$ cat config.mk
export PLATFORM = sky130hd
export DESIGN_NAME = bmp_ctrl
export DESIGN_NICKNAME = d
export VERILOG_FILES = /design/src/sv/bmp_pkg.sv /design/src/sv/bmp_ctrl.sv
export SDC_FILE = /design/constraint.sdc
export NUM_CORES = 1
export LEC_CHECK = 0
export BUFFER_PORTS_ARGS = -buffer_cell sky130_fd_sc_hd__clkbuf_2
export CORE_MARGIN = 1
export CORE_UTILIZATION = 30
export CTS_BUF_LIST = sky130_fd_sc_hd__clkbuf_16
export DETAILED_ROUTE_END_ITERATION = 12
export PLACE_DENSITY_LB_ADDON = 0.15
export SYNTH_ARGS = -nofsm -noshare
export SYNTH_HDL_FRONTEND = slang
export SYNTH_SLANG_ARGS = --single-unit
$ cat constraint.sdc
create_clock -name clk -period 1.66 [get_ports clk]
set_clock_uncertainty 0.1 [all_clocks]
set_input_delay 0.498 -clock clk [delete_from_list [all_inputs] [get_ports clk]]
set_output_delay 0.498 -clock clk [all_outputs]
set_load 0.02 [all_outputs]
$ cat src/sv/bmp_pkg.sv
`timescale 1ns / 1ps
package bmp_pkg;

  localparam int SAMPLE_W   = 24;
  localparam int INDEX_W    = 8;
  localparam int CFG_IDX_W  = 3;
  localparam int CFG_DATA_W = 11;
  localparam int RESULT_CAP = 16;
  localparam int CNT_W      = 5;

  localparam logic [CFG_IDX_W-1:0] REG_IMAGE_WIDTH  = 3'd0;
  localparam logic [CFG_IDX_W-1:0] REG_IMAGE_HEIGHT = 3'd1;
  localparam logic [CFG_IDX_W-1:0] REG_GRID_SIZE    = 3'd2;
  localparam logic [CFG_IDX_W-1:0] REG_COL_SHIFT    = 3'd3;
  localparam logic [CFG_IDX_W-1:0] REG_ROW_SHIFT    = 3'd4;

  localparam logic [10:0] RST_IMAGE_WIDTH  = 11'd320;
  localparam logic [10:0] RST_IMAGE_HEIGHT = 11'd240;
  localparam logic [4:0]  RST_GRID_SIZE    = 5'd4;

  // Commands from the controller to the datapath.
  typedef struct packed {
    logic take;
    logic geo_latch;
    logic geo_start;
    logic geo_write;
    logic mem_rd;
    logic acc_write;
    logic rep_rd;
    logic div_start;
    logic out_load;
    logic rep_next;
    logic pos_advance;
  } dp_cmd_t;

  // Status from the datapath to the controller.
  typedef struct packed {
    logic div_done;
    logic geo_last;
    logic rep_pending;
    logic area_zero;
    logic out_busy;
    logic end_of_frame;
  } dp_stat_t;

endpackage

$ cat src/sv/bmp_ctrl.sv
`timescale 1ns / 1ps
module bmp_ctrl import bmp_pkg::*; (
  input  logic     clk,
  input  logic     rst,
  input  logic     in_valid,
  input  logic     in_frame_start,
  output logic     in_ready,
  input  dp_stat_t stat,
  output dp_cmd_t  cmd
);

  typedef enum logic [11:0] {
    S_IDLE   = 12'b000000000001,
    S_GLATCH = 12'b000000000010,
    S_GDIV   = 12'b000000000100,
    S_GWAIT  = 12'b000000001000,
    S_RD     = 12'b000000010000,
    S_ACC    = 12'b000000100000,
    S_CHK    = 12'b000001000000,
    S_RDR    = 12'b000010000000,
    S_DIV    = 12'b000100000000,
    S_DWAIT  = 12'b001000000000,
    S_OWAIT  = 12'b010000000000,
    S_ADV    = 12'b100000000000
  } state_t;

  state_t state, state_next;
  logic   pend, pend_next;

  always_ff @(posedge clk) begin
    if (rst) begin
      state <= S_GLATCH;
      pend  <= 1'b0;
    end else begin
      state <= state_next;
      pend  <= pend_next;
    end
  end

  always_comb begin
    state_next = state;
    pend_next  = pend;
    cmd        = '0;
    in_ready   = 1'b0;
    unique case (state)
      S_IDLE: begin
        in_ready = 1'b1;
        if (in_valid) begin
          cmd.take = 1'b1;
          if (in_frame_start) begin
            pend_next  = 1'b1;
            state_next = S_GLATCH;
          end else begin
            state_next = S_RD;
          end
        end
      end
      S_GLATCH: begin
        cmd.geo_latch = 1'b1;
        state_next    = S_GDIV;
      end
      S_GDIV: begin
        cmd.geo_start = 1'b1;
        state_next    = S_GWAIT;
      end
      S_GWAIT: begin
        if (stat.div_done) begin
          cmd.geo_write = 1'b1;
          if (stat.geo_last) begin
            // A pending transaction carried a frame start: go on with its sample.
            state_next = pend ? S_RD : S_IDLE;
            pend_next  = 1'b0;
          end else begin
            state_next = S_GDIV;
          end
        end
      end
      S_RD: begin
        cmd.mem_rd = 1'b1;
        state_next = S_ACC;
      end
      S_ACC: begin
        cmd.acc_write = 1'b1;
        state_next    = S_CHK;
      end
      S_CHK: begin
        state_next = stat.rep_pending ? S_RDR : S_ADV;
      end
      S_RDR: begin
        cmd.rep_rd = 1'b1;
        state_next = S_DIV;
      end
      S_DIV: begin
        if (stat.area_zero) begin
          cmd.out_load = 1'b1;
          cmd.rep_next = 1'b1;
          state_next   = S_OWAIT;
        end else begin
          cmd.div_start = 1'b1;
          state_next    = S_DWAIT;
        end
      end
      S_DWAIT: begin
        if (stat.div_done) begin
          cmd.out_load = 1'b1;
          cmd.rep_next = 1'b1;
          state_next   = S_OWAIT;
        end
      end
      S_OWAIT: begin
        if (!stat.out_busy) state_next = S_CHK;
      end
      S_ADV: begin
        cmd.pos_advance = 1'b1;
        state_next      = stat.end_of_frame ? S_GLATCH : S_IDLE;
      end
      default: state_next = S_GLATCH;
    endcase
  end

endmodule

Word-level counts from Yosys, hierarchy flattened
Index checks and enable logic that the tools add are counted.
{"block": "op_classes", "n_eq_ne": 18, "n_mux": 32, "n_reduce_logical": 3}
{"op": "case mux 12 bit (12 select lines)", "n": 1}
{"op": "2-to-1 mux 12 bit", "n": 5}
{"op": "2-to-1 mux 1 bit", "n": 17}
{"op": "2-to-1 mux 5 bit", "n": 3}
{"op": "equality test 12 x 1 -> 1 bit (second input constant)", "n": 1}
{"op": "equality test 12 x 10 -> 1 bit (second input constant)", "n": 1}
{"op": "equality test 12 x 11 -> 1 bit (second input constant)", "n": 1}
{"op": "equality test 12 bit (second input constant)", "n": 1}
{"op": "equality test 12 x 2 -> 1 bit (second input constant)", "n": 1}
{"op": "equality test 12 x 3 -> 1 bit (second input constant)", "n": 1}
{"op": "equality test 12 x 4 -> 1 bit (second input constant)", "n": 1}
{"op": "equality test 12 x 5 -> 1 bit (second input constant)", "n": 1}
{"op": "equality test 12 x 6 -> 1 bit (second input constant)", "n": 1}
{"op": "equality test 12 x 7 -> 1 bit (second input constant)", "n": 1}
{"op": "equality test 12 x 8 -> 1 bit (second input constant)", "n": 1}
{"op": "equality test 12 x 9 -> 1 bit (second input constant)", "n": 1}
{"op": "inequality test 2 bit (second input constant)", "n": 6}
{"op": "2-to-1 mux 11 bit", "n": 1}
{"op": "2-to-1 mux 2 bit", "n": 3}
{"op": "AND reduction 5 bit", "n": 1}
{"op": "case mux 2 bit (2 select lines)", "n": 1}
{"op": "AND reduction 4 bit", "n": 1}
{"op": "case mux 1 bit (2 select lines)", "n": 1}
{"op": "nonzero test 2 bit", "n": 1}
{"block": "word_totals", "regBits": 13, "input_bits": 10, "out_inout_bits": 12, "wordCells": 55}

Logic depth before layout (Yosys ltp)
{"block": "depth", "word_depth": 4, "ltp_mapped": 6, "ltp_nobuf": 5}

Least setup slack after synthesis
Ideal clock, no wire load.
{"block": "synth_timing", "kind": "register to output", "startpoint": "register state[1]", "endpoint": "output cmd[5] (netlist bit)", "arrival_ns": 1.654, "path_buffers": 1, "required_time_ns": 1.062, "path_stages_with_launch": 5, "slack_ns": -0.592, "path_cell_list": "dfxtp_1 buf_4 nor4_4 nand2_1 nor4bb_1"}
{"element": "start: declaration", "line_no": "bmp_ctrl.sv:27", "rtl": "state_t state, state_next;"}
{"element": "start signal: assignment", "line_no": "bmp_ctrl.sv:35", "rtl": "state <= state_next;"}
{"element": "end: declaration", "line_no": "bmp_ctrl.sv:9", "rtl": "output dp_cmd_t cmd"}

==> flow_metrics.env <==
export IMPL_status="complete, but fails checks"
export IMPL_violations="setup timing"
export IMPL_drv_cap=0
export IMPL_fin_area_sq_um=1730
export IMPL_synth_area_per_cell_sq_um=8.70
export IMPL_ios=22
export IMPL_pwr_density_cell_nw_per_um2=888
export IMPL_p_seq_share_pct=24.8
export IMPL_hpwl_um=2110
export IMPL_p_leak_uw=0.000805
export IMPL_rsz0062_at_grt="yes"
export IMPL_routedWlPerCell_um=14.6
export IMPL_synth_cells=105
export IMPL_overflow=0
export IMPL_synth_warnings=0
export IMPL_regToRegEndpoint="state[5]"
export IMPL_core_sq_um=2830
export IMPL_cts_tree="yes"
export IMPL_cts_max_path_buffers=2
export IMPL_finalWorstSetupSlack_ns=-0.515
export IMPL_synth_flop_cell="dfxtp_1"
export IMPL_synth_edf_count=0
export IMPL_drc=0
export IMPL_cp_required_ns=1.06
export IMPL_cpMaxStageDelayCell="nor4_4"
export IMPL_cp_end_kind="output pin"
export IMPL_hp_class="primary input to register"
export IMPL_cp_cell_sequence="nor4_4 -> nand3_2 -> nor4b_4 -> buf_4"
export IMPL_finalHoldViolCount=0
export IMPL_combPwrFrac_pct=45.3
export IMPL_io_buffers=21
export IMPL_cp_arrival_ns=1.58
export IMPL_rows=19
export IMPL_final_util_pct=61.2
export IMPL_clkTransAtPathRegs_ns=0.05
export IMPL_critPathLaunchType="register"
export IMPL_p_sw_share_pct=32.7
export IMPL_antenna_found_initial=0
export IMPL_vias=1068
export IMPL_reg2reg_slack_ns=-0.23
export IMPL_synth_seq_cells=13
export IMPL_cts_sink_count=13
export IMPL_grtUsageTotal_pct=18.0
export IMPL_htree_levels=1
export IMPL_ys_seq_area_share_pct=28.5
export IMPL_ys_types=45
export IMPL_final_antenna_net_count=0
export IMPL_n_fill_cell=237
export IMPL_r2r_cells=8
export IMPL_worst_pin_slew_ns=0.325
export IMPL_rr_startpoint="state[7]"
export IMPL_async_reset_ff_share_pct=0
export IMPL_relSlewSlack_pct=78.1
export IMPL_dieArea_sq_um=3270
export IMPL_ir_worst_vdd_uv=418
export IMPL_cts_root_buf="clkbuf_16"
export IMPL_switching_power_uw=502
export IMPL_fin_nets=184
export IMPL_cp_top_family="simple AND/OR/NAND/NOR gates"
export IMPL_numCtsBuffers=3
export IMPL_drv_slew=0
export IMPL_p_int_uw=1040
export IMPL_n_antenna_cell=0
export IMPL_whs_path_depth=2
export IMPL_gp_congestion=0.867
export IMPL_die_y_um=57.2
export IMPL_critical_path_buf_inv_count=1
export IMPL_place_area_sq_um=1400
export IMPL_totalWireLength_um=2980
export IMPL_max_stage_delay_ns=0.37
export IMPL_hold_slack_ns=0.326
export IMPL_cp_max_fo=3
export IMPL_synth_nets=115
export IMPL_initial_core_util_pct=32.3
export IMPL_worstHoldStart="stat[3]"
export IMPL_clkLatencyLatePin_ns=0.24
export IMPL_worstSetupPathType="register to output pin"
export IMPL_grt_pass1_vias=996
export IMPL_drtPass1Iterations=4
export IMPL_fin_crit_ns=2.18
export IMPL_grt_max_degree=10
export IMPL_synth_area_sq_um=913
export IMPL_min_period_over_period_pct=131
export IMPL_drt_iter0_drc=16
export IMPL_fmax_ghz=0.460
export IMPL_pwr_share_clk_pct=29.9
export IMPL_min_to="state[11]"
export IMPL_setup_tns_ns=-7.18
export IMPL_viasPerCell=5.24
export IMPL_setup_viol=21
export IMPL_grt_first_pass_wirelength_um=4470
export IMPL_drive_above_1_share_pct=64.7
export IMPL_syn_to_final_growth_pct=89.5
export IMPL_dp_slack_ns=-0.293
export IMPL_die_width_um=57.2
-- worst max-delay path by stage --
stage | startpoint | slack, ns | end | depth (start not counted)
after global placement | state[0] | -0.24 | cmd[7] | 5
after floorplan | state[1] | -0.32 | cmd[5] | 4
after detailed placement | state[0] | -0.29 | cmd[7] | 5
final | state[0] | -0.52 | cmd[6] | 4
after global routing | state[7] | -0.59 | cmd[1] | 8
after CTS | state[1] | -0.50 | cmd[3] | 5
-- synthesized netlist by cell type, types with 2 or more instances --
cell type   n  area (sq um)
dfxtp_1    13           260
nor2_1     12          45.0
nand2_1     9          33.8
inv_1       6          22.5
a21oi_1     5          25.0
and3_1      5          31.3
nand3_1     4          20.0
nand4_1     4          25.0
o21ai_0     3          15.0
xor2_1      3          26.3
a32oi_1     2          17.5
buf_4       2          15.0
nand3b_1    2          15.0
nor3_1      2          10.0
nor3_4      2          32.5
nor3b_1     2          15.0
-- layer usage --
metal	track usage, %	part of all wire [%]	routed length, um
met5	0	0	0
met4	5.57	1.8	53
met3	2.95	2.7	80
met2	31.8	50	1490
met1	22.5	45	1350
-- cells in the final DEF, fill, tap and decap left out, types with 2 or more instances in the layout --
| cell type | n |
|---|---|
| nor2_1 | 10 |
| o21ai_0 | 3 |
| clkbuf_16 | 3 |
| nand4_1 | 4 |
| a32oi_1 | 2 |
| buf_4 | 44 |
| clkbuf_8 | 4 |
| nand2_2 | 3 |
| a21oi_1 | 4 |
| buf_8 | 2 |
| nand2_1 | 5 |
| nand3b_1 | 2 |
| dfxtp_2 | 7 |
| buf_6 | 9 |
| nand3_1 | 3 |
| nor3_4 | 4 |
| and3_1 | 3 |
| nor3b_1 | 2 |
| clkbuf_2 | 9 |
| a21oi_4 | 2 |
| inv_1 | 5 |
| xor2_1 | 3 |
| and3_4 | 2 |
| nor4b_4 | 2 |
| inv_2 | 2 |
| nor2_4 | 3 |
| dfxtp_1 | 6 |
-- area by class of cell --
| type | count | area (sq um) | share of cell area, % |
|---|---|---|---|
| clock inverter | 1 | 3.75 | 0.217 |
| sequential | 13 | 269 | 15.5 |
| multi-input combinational | 81 | 739 | 42.7 |
| clock buffer | 3 | 75.1 | 4.34 |
| timing repair buffer | 69 | 582 | 33.6 |
| inverter | 6 | 22.5 | 1.30 |
| tap | 31 | 38.8 | 2.24 |
-- power groups by stage --
stage / Clock (uW) / Combinational (uW) / Sequential, uW
floorplan: 0 / 351 / 356
global placement: 0 / 531 / 377
detailed placement: 0 / 539 / 381
CTS: 468 / 634 / 378
global route: 483 / 742 / 382
finish: 460 / 696 / 381
-- worst reg2reg max path, delay by kind of cell (launching register included) --
family,cells,cell delay [ns]
buf+inv,3,0.40
simple gates,3,0.55
flops,1,0.33
compound gates,2,0.41
-- registers in the layout, indices dropped and copies added (netlist names) --
name	cells
pend	1
state	12
-- logic make-up (layout without fill, tap and decap cells) --
| family | count (synthesis) | count (layout) | share of synthesized area (%) |
|---|---|---|---|
| buffers and inverters | 11 | 79 | 6.30 |
| AO/OA/AOI/OAI | 19 | 19 | 15.9 |
| AND/OR/NAND/NOR | 58 | 58 | 45.5 |
| XOR/XNOR | 4 | 4 | 3.84 |
| flip-flops | 13 | 13 | 28.5 |
-- stage by stage --
stage / std cells / power [uW]
final: 204 / 1540
after global routing: 204 / 1610
after CTS: 199 / 1480
after detailed placement: 192 / 920
after global placement: 192 / 908
after floorplan: 105 / 707
-- timing repair --
action                                  CTS  global route
hold buffers                              0             0
pin swaps                                 3            21
gates resized for setup                  21            35
endpoints found under the setup margin   21            23
setup buffers                             3             6
Note: power is estimated with default switching activity, not from simulation.
